File: src/rtl/core/assert_macros.svh
// Assertion macros for the watchdog RTL, included by wsw_core
`ifndef ASSERT_MACROS_SVH
`define ASSERT_MACROS_SVH

`ifndef SYNTHESIS
`define WSW_ASSERT(label, prop, msg) \
   label: assert property (@(posedge clock) disable iff (reset) prop) else $error(msg);
`define WSW_ASSERT_NEXT(label, cond, consequent, msg) \
   label: assert property (@(posedge clock) disable iff (reset) (cond) |=> (consequent)) \
      else $error(msg);
`else
`define WSW_ASSERT(label, prop, msg)
`define WSW_ASSERT_NEXT(label, cond, consequent, msg)
`endif

`endif

File: src/rtl/core/wsw_pkg.sv
// Types and constants of the windowed service watchdog
package wsw_pkg;

   localparam int TIME_W    = 32;
   localparam int CMD_W     = 3;
   localparam int BYTE_W    = 8;
   localparam int TIMEOUT_W = 12;
   localparam int CSR_IDX_W = 2;

   typedef enum logic [CMD_W-1:0] {
      CMD_SERVICE   = 3'd0,
      CMD_OPEN      = 3'd1,
      CMD_RELEASE   = 3'd2,
      CMD_WRITE     = 3'd3,
      CMD_KEEPALIVE = 3'd4,
      CMD_REBOOT    = 3'd5
   } command_type;

   localparam logic [CSR_IDX_W-1:0] CSR_SHORT_TIMEOUT = 2'd0;
   localparam logic [CSR_IDX_W-1:0] CSR_LONG_TIMEOUT  = 2'd1;
   localparam logic [CSR_IDX_W-1:0] CSR_KERNEL_ONLY   = 2'd2;

   localparam logic [TIMEOUT_W-1:0] SHORT_TIMEOUT_RESET = 12'd60;
   localparam logic [TIMEOUT_W-1:0] LONG_TIMEOUT_RESET  = 12'd300;

   localparam logic [BYTE_W-1:0] CHAR_DISABLE = 8'h56;
   localparam logic [BYTE_W-1:0] CHAR_LONG    = 8'h54;

   typedef struct packed {
      logic [CMD_W-1:0]  command;
      logic [TIME_W-1:0] now_time;
      logic [BYTE_W-1:0] data_byte;
      logic              last_byte;
   } req_item_type;

   typedef struct packed {
      logic kick;
      logic pin_level;
      logic expired;
      logic status;
   } rsp_item_type;

   typedef struct packed {
      logic [TIMEOUT_W-1:0] short_timeout_seconds;
      logic [TIMEOUT_W-1:0] long_timeout_seconds;
      logic                 kernel_only;
   } cfg_type;

endpackage

File: src/rtl/core/wsw_if.sv
// Request and response channel interfaces of the watchdog
interface wsw_req_if;
   import wsw_pkg::*;

   logic                 valid;
   logic                 ready;
   logic [CMD_W-1:0]     command;
   logic [TIME_W-1:0]    now_time;
   logic [BYTE_W-1:0]    data_byte;
   logic                 last_byte;

   modport source (output valid, command, now_time, data_byte, last_byte, input ready);
   modport sink   (input valid, command, now_time, data_byte, last_byte, output ready);
endinterface

interface wsw_rsp_if;
   logic valid;
   logic ready;
   logic kick;
   logic pin_level;
   logic expired;
   logic status;

   modport source (output valid, kick, pin_level, expired, status, input ready);
   modport sink   (input valid, kick, pin_level, expired, status, output ready);
endinterface

File: src/rtl/core/windowed_service_watchdog.sv
// Top level of the windowed service watchdog
//
//   channel  direction  handshake          payload
//   req_chan in         valid/ready        command, now_time, data_byte, last_byte
//   rsp_chan out        valid/ready        kick, pin_level, expired, status
//   csr_*    in         write enable only  csr_index, csr_write_data
//
// One request per cycle while the response register can drain; a request is held in the
// request register and its result in the response register, which offers the response.
// The latency is set by the request register and the response register.
// Synchronous reset clears state and restores timeouts of 60 and 300 seconds.
// A stalled response holds; the request register still takes a request when the
// response register drains in the same cycle.
module windowed_service_watchdog #(
   parameter int TICKS_PER_SECOND = 100
) (
   input  logic                          clock,
   input  logic                          reset,
   wsw_req_if.sink                       req_chan,
   wsw_rsp_if.source                     rsp_chan,
   input  logic                          csr_write_en,
   input  logic [wsw_pkg::CSR_IDX_W-1:0] csr_index,
   input  logic [wsw_pkg::TIMEOUT_W-1:0] csr_write_data
);
   import wsw_pkg::*;

   logic         in_valid_ff, in_valid_in;
   req_item_type in_item_ff, in_item_in;
   logic         out_valid_ff, out_valid_in;
   rsp_item_type out_item_ff, out_item_in;

   logic         advance;
   logic         req_take;
   logic         kernel_clear;
   cfg_type      cfg;
   rsp_item_type result;

   assign advance        = in_valid_ff && (!out_valid_ff || rsp_chan.ready);
   assign req_chan.ready = !in_valid_ff || advance;
   assign req_take       = req_chan.valid && req_chan.ready;

   always_comb begin
      in_item_in.command   = req_chan.command;
      in_item_in.now_time  = req_chan.now_time;
      in_item_in.data_byte = req_chan.data_byte;
      in_item_in.last_byte = req_chan.last_byte;
      in_valid_in  = req_take ? 1'b1 : (advance ? 1'b0 : in_valid_ff);
      out_valid_in = advance ? 1'b1 : (rsp_chan.ready ? 1'b0 : out_valid_ff);
      out_item_in  = advance ? result : out_item_ff;
   end

   always_ff @(posedge clock) begin
      if (reset) begin
         in_valid_ff  <= 1'b0;
         out_valid_ff <= 1'b0;
      end else begin
         in_valid_ff  <= in_valid_in;
         out_valid_ff <= out_valid_in;
      end
   end

   always_ff @(posedge clock) begin
      if (req_take) begin
         in_item_ff <= in_item_in;
      end
      out_item_ff <= out_item_in;
   end

   wsw_csr u_csr (
      .clock          (clock),
      .reset          (reset),
      .csr_write_en   (csr_write_en),
      .csr_index      (csr_index),
      .csr_write_data (csr_write_data),
      .kernel_clear   (kernel_clear),
      .cfg            (cfg)
   );

   wsw_core #(
      .TICKS_PER_SECOND (TICKS_PER_SECOND)
   ) u_core (
      .clock        (clock),
      .reset        (reset),
      .fire         (advance),
      .item         (in_item_ff),
      .cfg          (cfg),
      .result       (result),
      .kernel_clear (kernel_clear)
   );

   assign rsp_chan.valid     = out_valid_ff;
   assign rsp_chan.kick      = out_item_ff.kick;
   assign rsp_chan.pin_level = out_item_ff.pin_level;
   assign rsp_chan.expired   = out_item_ff.expired;
   assign rsp_chan.status    = out_item_ff.status;

endmodule

File: src/rtl/core/wsw_csr.sv
// Configuration registers of the watchdog
module wsw_csr (
   input  logic                              clock,
   input  logic                              reset,
   input  logic                              csr_write_en,
   input  logic [wsw_pkg::CSR_IDX_W-1:0]     csr_index,
   input  logic [wsw_pkg::TIMEOUT_W-1:0]     csr_write_data,
   input  logic                              kernel_clear,
   output wsw_pkg::cfg_type                  cfg
);
   import wsw_pkg::*;

   cfg_type cfg_ff;
   cfg_type cfg_in;

   always_comb begin
      cfg_in = cfg_ff;
      if (csr_write_en) begin
         unique case (csr_index)
            CSR_SHORT_TIMEOUT: cfg_in.short_timeout_seconds = csr_write_data;
            CSR_LONG_TIMEOUT:  cfg_in.long_timeout_seconds  = csr_write_data;
            CSR_KERNEL_ONLY:   cfg_in.kernel_only           = csr_write_data[0];
            default: ;
         endcase
      end
      if (kernel_clear) begin
         cfg_in.kernel_only = 1'b0;
      end
   end

   always_ff @(posedge clock) begin
      if (reset) begin
         cfg_ff.short_timeout_seconds <= SHORT_TIMEOUT_RESET;
         cfg_ff.long_timeout_seconds  <= LONG_TIMEOUT_RESET;
         cfg_ff.kernel_only           <= 1'b0;
      end else begin
         cfg_ff <= cfg_in;
      end
   end

   assign cfg = cfg_ff;

endmodule

File: src/rtl/core/wsw_core.sv
// Watchdog state and per-request command logic
`include "assert_macros.svh"

module wsw_core #(
   parameter int TICKS_PER_SECOND = 100
) (
   input  logic                  clock,
   input  logic                  reset,
   input  logic                  fire,
   input  wsw_pkg::req_item_type item,
   input  wsw_pkg::cfg_type      cfg,
   output wsw_pkg::rsp_item_type result,
   output logic                  kernel_clear
);
   import wsw_pkg::*;

   localparam int TPS_W  = $clog2(TICKS_PER_SECOND + 1);
   localparam int PROD_W = TIMEOUT_W + TPS_W;
   localparam logic [TPS_W-1:0] TPS = TPS_W'(TICKS_PER_SECOND);

   logic [TIME_W-1:0] window_start_ff, window_start_in;
   logic [TIME_W-1:0] window_end_ff, window_end_in;
   logic service_required_ff, service_required_in;
   logic use_long_timeout_ff, use_long_timeout_in;
   logic expiry_warned_ff, expiry_warned_in;
   logic device_open_ff, device_open_in;
   logic reboot_pending_ff, reboot_pending_in;
   logic kick_level_ff, kick_level_in;

   logic                 in_window;
   logic                 alive;
   logic                 do_refresh;
   logic [TIMEOUT_W-1:0] secs;
   logic [PROD_W-1:0]    ticks;

   always_comb begin
      if (window_end_ff < window_start_ff) begin
         in_window = (item.now_time < window_end_ff) || (item.now_time >= window_start_ff);
      end else begin
         in_window = (item.now_time >= window_start_ff) && (item.now_time < window_end_ff);
      end
      alive = cfg.kernel_only || !service_required_ff || in_window;
   end

   always_comb begin
      window_start_in     = window_start_ff;
      window_end_in       = window_end_ff;
      service_required_in = service_required_ff;
      use_long_timeout_in = use_long_timeout_ff;
      expiry_warned_in    = expiry_warned_ff;
      device_open_in      = device_open_ff;
      reboot_pending_in   = reboot_pending_ff;
      kick_level_in       = kick_level_ff;
      do_refresh          = 1'b0;
      kernel_clear        = 1'b0;
      result              = '0;

      unique case (item.command)
         CMD_SERVICE: begin
            if (alive) begin
               result.kick   = 1'b1;
               kick_level_in = ~kick_level_ff;
            end else if (!expiry_warned_ff) begin
               expiry_warned_in = 1'b1;
               result.expired   = 1'b1;
            end
         end
         CMD_OPEN: begin
            if (device_open_ff) begin
               result.status = 1'b1;
            end else begin
               device_open_in      = 1'b1;
               service_required_in = 1'b1;
               use_long_timeout_in = 1'b0;
               do_refresh          = 1'b1;
            end
         end
         CMD_RELEASE: begin
            device_open_in = 1'b0;
         end
         CMD_WRITE: begin
            case (item.data_byte)
               CHAR_DISABLE: service_required_in = 1'b0;
               CHAR_LONG:    use_long_timeout_in = 1'b1;
               default: ;
            endcase
            do_refresh = item.last_byte;
         end
         CMD_KEEPALIVE: begin
            do_refresh = 1'b1;
         end
         CMD_REBOOT: begin
            use_long_timeout_in = 1'b0;
            service_required_in = 1'b1;
            kernel_clear        = fire;
            do_refresh          = 1'b1;
            reboot_pending_in   = 1'b1;
         end
         default: ;
      endcase

      secs  = use_long_timeout_in ? cfg.long_timeout_seconds : cfg.short_timeout_seconds;
      ticks = PROD_W'(secs) * PROD_W'(TPS);
      if (do_refresh && !reboot_pending_ff) begin
         window_start_in  = item.now_time;
         window_end_in    = item.now_time + TIME_W'(ticks);
         expiry_warned_in = 1'b0;
      end
      result.pin_level = kick_level_in;
   end

   always_ff @(posedge clock) begin
      if (reset) begin
         window_start_ff     <= '0;
         window_end_ff       <= '0;
         service_required_ff <= 1'b0;
         use_long_timeout_ff <= 1'b0;
         expiry_warned_ff    <= 1'b0;
         device_open_ff      <= 1'b0;
         reboot_pending_ff   <= 1'b0;
         kick_level_ff       <= 1'b0;
      end else if (fire) begin
         window_start_ff     <= window_start_in;
         window_end_ff       <= window_end_in;
         service_required_ff <= service_required_in;
         use_long_timeout_ff <= use_long_timeout_in;
         expiry_warned_ff    <= expiry_warned_in;
         device_open_ff      <= device_open_in;
         reboot_pending_ff   <= reboot_pending_in;
         kick_level_ff       <= kick_level_in;
      end
   end

   `WSW_ASSERT_NEXT(kick_toggles_pin, fire && result.kick, kick_level_ff != $past(kick_level_ff), "kick without pin toggle")
   `WSW_ASSERT_NEXT(expired_sets_warned, fire && result.expired, expiry_warned_ff, "expiry not latched")
   `WSW_ASSERT_NEXT(reboot_sticky, reboot_pending_ff, reboot_pending_ff, "reboot pending cleared")
   `WSW_ASSERT_NEXT(frozen_window, reboot_pending_ff && fire, $stable(window_end_ff) && $stable(window_start_ff), "window moved after reboot notice")

endmodule

File: src/flat_wrapper.sv
// flat-port wrapper written by rule: the top's interface ports become plain ports
module windowed_service_watchdog_flat import wsw_pkg::*;
#(
   parameter int TICKS_PER_SECOND = 100
)
  (clock, reset, csr_write_en, csr_index, csr_write_data, req_chan_valid, req_chan_command, req_chan_now_time, req_chan_data_byte, req_chan_last_byte, req_chan_ready, rsp_chan_valid, rsp_chan_kick, rsp_chan_pin_level, rsp_chan_expired, rsp_chan_status, rsp_chan_ready);
  wsw_req_if req_chan_i ();
  wsw_rsp_if rsp_chan_i ();
  input  logic clock;
  input  logic reset;
  input  logic csr_write_en;
  input  logic [wsw_pkg::CSR_IDX_W-1:0] csr_index;
  input  logic [wsw_pkg::TIMEOUT_W-1:0] csr_write_data;
  input wire logic [$bits(req_chan_i.valid)-1:0] req_chan_valid;
  input wire logic [$bits(req_chan_i.command)-1:0] req_chan_command;
  input wire logic [$bits(req_chan_i.now_time)-1:0] req_chan_now_time;
  input wire logic [$bits(req_chan_i.data_byte)-1:0] req_chan_data_byte;
  input wire logic [$bits(req_chan_i.last_byte)-1:0] req_chan_last_byte;
  output wire logic [$bits(req_chan_i.ready)-1:0] req_chan_ready;
  output wire logic [$bits(rsp_chan_i.valid)-1:0] rsp_chan_valid;
  output wire logic [$bits(rsp_chan_i.kick)-1:0] rsp_chan_kick;
  output wire logic [$bits(rsp_chan_i.pin_level)-1:0] rsp_chan_pin_level;
  output wire logic [$bits(rsp_chan_i.expired)-1:0] rsp_chan_expired;
  output wire logic [$bits(rsp_chan_i.status)-1:0] rsp_chan_status;
  input wire logic [$bits(rsp_chan_i.ready)-1:0] rsp_chan_ready;
  assign req_chan_i.valid = req_chan_valid;
  assign req_chan_i.command = req_chan_command;
  assign req_chan_i.now_time = req_chan_now_time;
  assign req_chan_i.data_byte = req_chan_data_byte;
  assign req_chan_i.last_byte = req_chan_last_byte;
  assign req_chan_ready = req_chan_i.ready;
  assign rsp_chan_valid = rsp_chan_i.valid;
  assign rsp_chan_kick = rsp_chan_i.kick;
  assign rsp_chan_pin_level = rsp_chan_i.pin_level;
  assign rsp_chan_expired = rsp_chan_i.expired;
  assign rsp_chan_status = rsp_chan_i.status;
  assign rsp_chan_i.ready = rsp_chan_ready;
  windowed_service_watchdog #(.TICKS_PER_SECOND(TICKS_PER_SECOND)) u_core (.clock(clock), .reset(reset), .req_chan(req_chan_i), .rsp_chan(rsp_chan_i), .csr_write_en(csr_write_en), .csr_index(csr_index), .csr_write_data(csr_write_data));
endmodule
File: config.mk
export PLATFORM = sky130hd
export DESIGN_NAME = windowed_service_watchdog_flat
export DESIGN_NICKNAME = d
export VERILOG_FILES = /design/src/rtl/core/wsw_pkg.sv /design/src/rtl/core/wsw_if.sv /design/src/rtl/core/windowed_service_watchdog.sv /design/src/rtl/core/wsw_csr.sv /design/src/rtl/core/wsw_core.sv /design/src/flat_wrapper.sv
export VERILOG_INCLUDE_DIRS = /design/src /design/src/rtl/core
export SDC_FILE = /design/constraint.sdc
export NUM_CORES = 1
export LEC_CHECK = 0
export BUFFER_PORTS_ARGS = -buffer_cell sky130_fd_sc_hd__buf_2
export CORE_UTILIZATION = 45
export CTS_CLUSTER_SIZE = 16
export DETAILED_ROUTE_END_ITERATION = 10
export PLACE_DENSITY_LB_ADDON = 0.12
export SLEW_MARGIN = 20
export SYNTH_ARGS = -nofsm -noshare
export SYNTH_HDL_FRONTEND = slang
export SYNTH_HIERARCHICAL = 1
export SYNTH_SLANG_ARGS = --single-unit
File: constraint.sdc
create_clock -name clock -period 9 [get_ports clock]
set_input_delay 0.45 -clock clock [delete_from_list [all_inputs] [get_ports clock]]
set_output_delay 0.45 -clock clock [all_outputs]
set_load 0.02 [all_outputs]
==> results.yml, run 1 <==
layout:
  final_layout_size_suffix_gt1_frac: 0.136
  areaGrowthSynthToFinish_pct: 11.9
  finalNonFillerCells: 1401
  diodes: 0
  multiInputGateArea_um2: 5900
  seq_area_um2: 3340
  fill_cells: 1975
  nets: 1336
route:
  wirelength_um: 21800
  via_per_inst: 5.32
  vias: 7447
  drt_pass1_iterations: 4
  drt_iter0_markers: 375
  wl_per_cell_um: 15.6
  drc: 0
  antenna_left: 0
clocking:
  post_cts_buffers: 0
  cts_root_buffer: "clkbuf_16"
  cts_resized: 0
  tritoncts: "done"
  cts_buffers: 17
  cts_hold_buf: 0
  worstSkewPairLatency_ns: 0.43
  clk_pin_slew_ns: 0.07
  clockBufferDepth: 2
  cts_max_level: 4
  cts.sinks: 143
synth:
  synthTopCellsByArea: "dfxtp_1 19%, ha_1 19%, edfxtp_1 15%"
  ys_warn_count: 6
  synth_area_um2: 9770
  synth_cell_types: 70
  syn-mean-instance-area_um2: 9.23
  synthDominantCellAreaShare: 0.195
  ys_ff_latch: 143
  async_flop_share: 0
  synthTopCellsByCount: "152 x ha_1, 124 x nand2_1, 107 x a21oi_1"
  syn-instance-count: 1059
  synth-edff-count: 48
  ys.flop_type: "dfxtp_1"
  yosys.area.top_type: "dfxtp_1"
  yosysMostFrequentCell: "ha_1"
  synth_seq_area_share: 0.342
  syn_nets: 1282
worst_setup_path:
  worstPathArrival_ns: 7.54
  rrSetupSlack_ns: 1.80
  reg2reg_from: "u_core/in_item_ff[6]"
  crit_type: "reg -> reg"
  startpoint_type: "flip-flop"
  worstPathRequired_ns: 9.33
  crit_fanout: 14
  cp-end-kind: "flip-flop"
  critPathLaunch: "u_core/in_item_ff[6]"
placed_design:
  gp_congestion: 0.814
  placed_cells: 1369
  dp_hpwl_um: 15900
  port_buffers: 68
timing:
  min_period_over_period: 0.800
  fmax_mhz: 139
  rsz0062_at_grt: "false"
  setup-tns-final_ns: 0
  worst_pin_slew_ns: 1.06
  max_slew_margin: 0.293
  maxSlewViolCount: 0
  skew_ns: 0.0155
  setup_viol: 0
  hold_viol: 0
  fin_crit_ns: 7.20
power_and_ir_drop:
  p_per_area_nw_per_um2: 172
  ir_worst_vdd_mv: 0.110
  total_power_w: 0.00188
  p_leak_nw: 4.68
global_route:
  grt-ovfl-total: 0
  grt_max_degree: 77
  grt_pass1_wl_um: 35900
  grt_usage: 0.206
  grt_pass1_vias: 7274
  grt_antenna_before_repair: 0
die:
  die-area_um2: 22300
  ios: 69
  initial_core_util: 0.462
  die_h_um: 149
  die_x_um: 149
  fp-row-count: 53
  coreArea_um2: 21200
min_path:
  hold_path.startpoint: "req_chan_now_time[11]"
  holdCritPathClass: "in -> reg"
run_status:
  status: "finished clean"
job:
  cap_viol_max_count: 0
==> final timing paths <==
path / endpoint / cells after the start
max reg2reg: u_core/u_core/window_end_ff[25] / 25
min reg2reg: u_core/u_core/window_start_ff[26] / 2
max: u_core/u_core/window_end_ff[25] / 25
min: u_core/in_item_ff[20] / 1
==> flip-flops by register name (all words and copies together), names as in the netlist <==
register and flops:
u_core/u_core/expiry_warned_ff 1, u_core/u_core/kick_level_ff 1, u_core/in_valid_ff 1, u_core/u_core/service_required_ff 1, u_core/u_core/reboot_pending_ff 1, u_core/rsp_chan.expired 1
u_core/u_core/window_end_ff 30, u_core/rsp_chan.status 1, u_core/u_core/use_long_timeout_ff 1, u_core/in_item_ff 44, u_core/rsp_chan.kick 1, u_core/u_core/device_open_ff 1
u_core/u_core/window_start_ff 32, u_core/rsp_chan.pin_level 1, u_core/rsp_chan.valid 1, u_core/u_csr/cfg 25
==> per-layer routing <==
| layer | up-vias | part of all wire | track usage | wire (um) |
|---|---|---|---|---|
| li1 | 3875 | - | - | - |
| met1 | 3465 | 0.51 | 0.272 | 11100 |
| met2 | 89 | 0.46 | 0.343 | 9980 |
| met3 | 18 | 0.022 | 0.0370 | 476 |
| met4 | 0 | 0.014 | 0.0566 | 310 |
| met5 | - | 0 | 0 | 0 |
==> per-stage QoR <==
stage	worst slack [ns]	hold WS [ns]	cell area, um^2	utilization
final	1.80	0.191	10900	0.517
after global routing	1.32	0.169	10900	0.517
after CTS	1.78	0.170	10900	0.517
after detailed placement	1.85	0.448	10300	0.489
after global placement	2.02	0.442	10300	0.489
after floorplan	2.71	0.436	9770	-
==> placed cells by master, fill, tap and decap left out, types with 4 or more instances in the layout <==
master       n
a31oi_1      8
nand3b_1     4
fa_1         8
a41o_1       4
a21oi_1    107
buf_4        6
nor3_1      13
inv_6        5
clkinv_8     5
a21o_1      34
buf_2       67
o211ai_1     7
xor2_1      14
o21ai_0     24
inv_1       99
nor3b_1      4
and3_4       5
nor2_1      49
nand4_1     17
edfxtp_1    48
nor4_1       4
dfxtp_1     95
and3_1       6
nor2b_1      9
nand2_1    124
ha_1       152
nand3_1     10
clkbuf_16   17
nand2b_1    32
xnor2_1     16
or3_1        5
a211oi_2     5
mux2_2      12
a211oi_1    15
mux2i_1     29
==> cell type report <==
cell class / count / share of cell area
Tap cell: 275 / 0.0315
Clock inverter: 15 / 0.0157
Clock buffer: 17 / 0.0389
Timing Repair Buffer: 73 / 0.0348
Sequential cell: 143 / 0.306
Multi-Input combinational cell: 779 / 0.539
Inverter: 99 / 0.0340
==> logic make-up (layout without fill, tap and decap cells) <==
| group | after synthesis | count (layout) | synth area share |
|---|---|---|---|
| and+or+nand+nor | 304 | 304 | 0.157 |
| AOI/OAI and AO/OA | 244 | 244 | 0.165 |
| adders and majority gates | 160 | 160 | 0.211 |
| DFF | 143 | 143 | 0.342 |
| buffers and inverters | 137 | 204 | 0.0545 |
| muxes | 41 | 41 | 0.0435 |
| xor gates and xnor gates | 30 | 30 | 0.0269 |
==> worst max-delay path: stages (launching register included) <==
cell and delay [ns]:
edfxtp_1 0.37, nor4bb_1 0.26, and3_1 0.23, a31oi_1 0.09
a21oi_1 0.81, buf_4 0.31, mux2_2 0.38, ha_1 0.19
ha_1 0.30, ha_1 0.33, fa_1 0.47, a21o_1 0.20
a21oi_1 0.21, nor2b_1 0.07, o21a_1 0.19, o311a_1 0.31
nor2_1 0.11, a21oi_1 0.08, xor2_1 0.26, ha_1 0.55
a21oi_1 0.10, nand2_1 0.18, a21boi_0 0.39, nand2_1 0.13
or3_1 0.34, a311oi_2 0.23
==> where the power goes <==
group / internal (W) / total (W) / leakage (nW) / switching [W]
sequential: 0.000700 / 0.000729 / 1.24 / 0.0000291
clock: 0.000374 / 0.000704 / 0.289 / 0.000331
combinational: 0.000191 / 0.000445 / 3.15 / 0.000254
No activity file was read; power rests on OpenSTA's default activity.
==> run 2: changes to the inputs <==
==> constraint.sdc (replaced) <==
create_clock -name clock -period 7.25 [get_ports clock]
set_input_delay 0.3625 -clock clock [delete_from_list [all_inputs] [get_ports clock]]
set_output_delay 0.3625 -clock clock [all_outputs]
set_load 0.02 [all_outputs]
==> run 2 against run 1 <==
Wire length is 0.61% lower. Critical path depth increased by 3. Register-to-register slack got worse by 1.0 ns. Critical endpoint unchanged.
==> results.yml, run 2 (synthesized netlist as in run 1, its figures left out) <==
layout:
  final_common_cell: "ha_1"
  reg_top3: "u_core/in_item_ff (44), u_core/u_core/window_start_ff (32), u_core/u_core/window_end_ff (30)"
  final_layout_size_suffix_gt1_frac: 0.137
  layout_common_cells: "152 x ha_1, 124 x nand2_1, 107 x a21oi_1"
  finalNonFillerCells: 1403
  fill_cells: 1989
  seq_area_um2: 3340
  multiInputGateArea_um2: 5900
  utilization: 0.517
  diodes: 0
  top_register: "u_core/in_item_ff"
  nets: 1338
  areaGrowthSynthToFinish_pct: 11.8
  largest_reg_flops: 44
clocking:
  cts_resized: 0
  cts_root_buffer: "clkbuf_16"
  tritoncts: "done"
  clockBufferDepth: 2
  cts_buffers: 17
  worstSkewPairLatency_ns: 0.42
  cts_hold_buf: 0
  clk_pin_slew_ns: 0.07
  post_cts_buffers: 0
  cts.sinks: 143
  cts_max_level: 4
worst_setup_path:
  worstPathRequired_ns: 7.59
  cpMaxStageDelayCell: "fa_1"
  cp_num_buf_inv: 4
  startpoint_type: "flip-flop"
  worstPathArrival_ns: 6.81
  rrSetupSlack_ns: 0.78
  cp-end-kind: "flip-flop"
  cpPeakStageDelay_ns: 0.49
  crit_fanout: 14
  crit_type: "reg -> reg"
  cpLargestDelayFamily: "compound AO/OA/AOI/OAI gates"
power_and_ir_drop:
  p_int_w: 0.00156
  clkPwrFrac: 0.368
  switching_share: 0.324
  p_seq_frac: 0.391
  p_per_area_nw_per_um2: 212
  ir_worst_vdd_mv: 0.115
  p_sw_w: 0.000749
  p_comb_frac: 0.241
  p_leak_nw: 4.67
job:
  cap_viol_max_count: 0
timing:
  maxSlewViolCount: 0
  rsz0062_at_grt: "false"
  fmax_mhz: 155
  skew_ns: 0.00916
  setup-tns-final_ns: 0
  min_period_over_period: 0.892
  worst_pin_slew_ns: 0.859
  setup_viol: 0
  hold_viol: 0
  worst_slack_ns: 0.783
  max_slew_margin: 0.427
  fin_crit_ns: 6.47
  hold_slack_ns: 0.108
die:
  initial_core_util: 0.462
  ios: 69
  coreArea_um2: 21200
  die_h_um: 149
  fp-row-count: 53
  die-area_um2: 22300
  die_x_um: 149
route:
  antenna_left: 0
  wirelength_um: 21700
  via_per_inst: 5.31
  drc: 0
  wl_per_cell_um: 15.5
  vias: 7455
  drt_iter0_markers: 386
  drt_pass1_iterations: 5
global_route:
  grt_usage: 0.208
  grt_pass1_wl_um: 36500
  grt_pass1_vias: 7448
  grt-ovfl-total: 0
  grt_max_degree: 75
  grt_antenna_before_repair: 0
placed_design:
  pre_cts_ws_ns: 0.828
  dp_hpwl_um: 15800
  gp_congestion: 0.815
  placed_cells: 1371
  port_buffers: 68
run_status:
  status: "finished clean"
min_path:
  holdCritPathClass: "in -> reg"
==> run 2: layer usage <==
| layer | track usage | share of wire | wire (um) | up-vias |
|---|---|---|---|---|
| li1 | - | - | - | 3888 |
| met1 | 0.281 | 0.50 | 10900 | 3422 |
| met2 | 0.340 | 0.45 | 9810 | 128 |
| met3 | 0.0333 | 0.033 | 726 | 17 |
| met4 | 0.0592 | 0.013 | 286 | 0 |
| met5 | 0 | 0 | 0 | - |
==> run 2: final cells by class <==
class | instances | area share
clock buffers | 17 | 0.0389
clock inverters | 15 | 0.0139
inverters | 99 | 0.0340
multi-input cells | 779 | 0.540
flip-flops and latches | 143 | 0.306
well taps | 275 | 0.0315
repair buffers | 75 | 0.0362
==> run 2: path summary, 6_finish.rpt <==
path | endpoint | cells past startpoint | startpoint
setup / recovery | u_core/u_core/window_end_ff[25] | 28 | u_core/in_item_ff[6]
hold / removal | u_core/in_item_ff[35] | 1 | req_chan_now_time[26]
setup reg to reg | u_core/u_core/window_end_ff[25] | 28 | u_core/in_item_ff[6]
hold reg to reg | u_core/u_core/window_start_ff[11] | 2 | u_core/u_core/window_start_ff[11]
==> run 2: power by group through the flow <==
stage | combinational, W | sequential [W] | clock [W]
final | 0.000557 | 0.000905 | 0.000852
after global routing | 0.000632 | 0.000911 | 0.000912
after CTS | 0.000557 | 0.000906 | 0.000878
after detailed placement | 0.000552 | 0.000923 | 0
after global placement | 0.000550 | 0.000923 | 0
after floorplan | 0.000427 | 0.000911 | 0
==> run 2: stage by stage <==
stage	cell area (um^2)	total power (W)
after floorplan	9770	0.00134
after global placement	10400	0.00147
after detailed placement	10400	0.00148
after CTS	10900	0.00234
after global routing	10900	0.00246
final	10900	0.00231
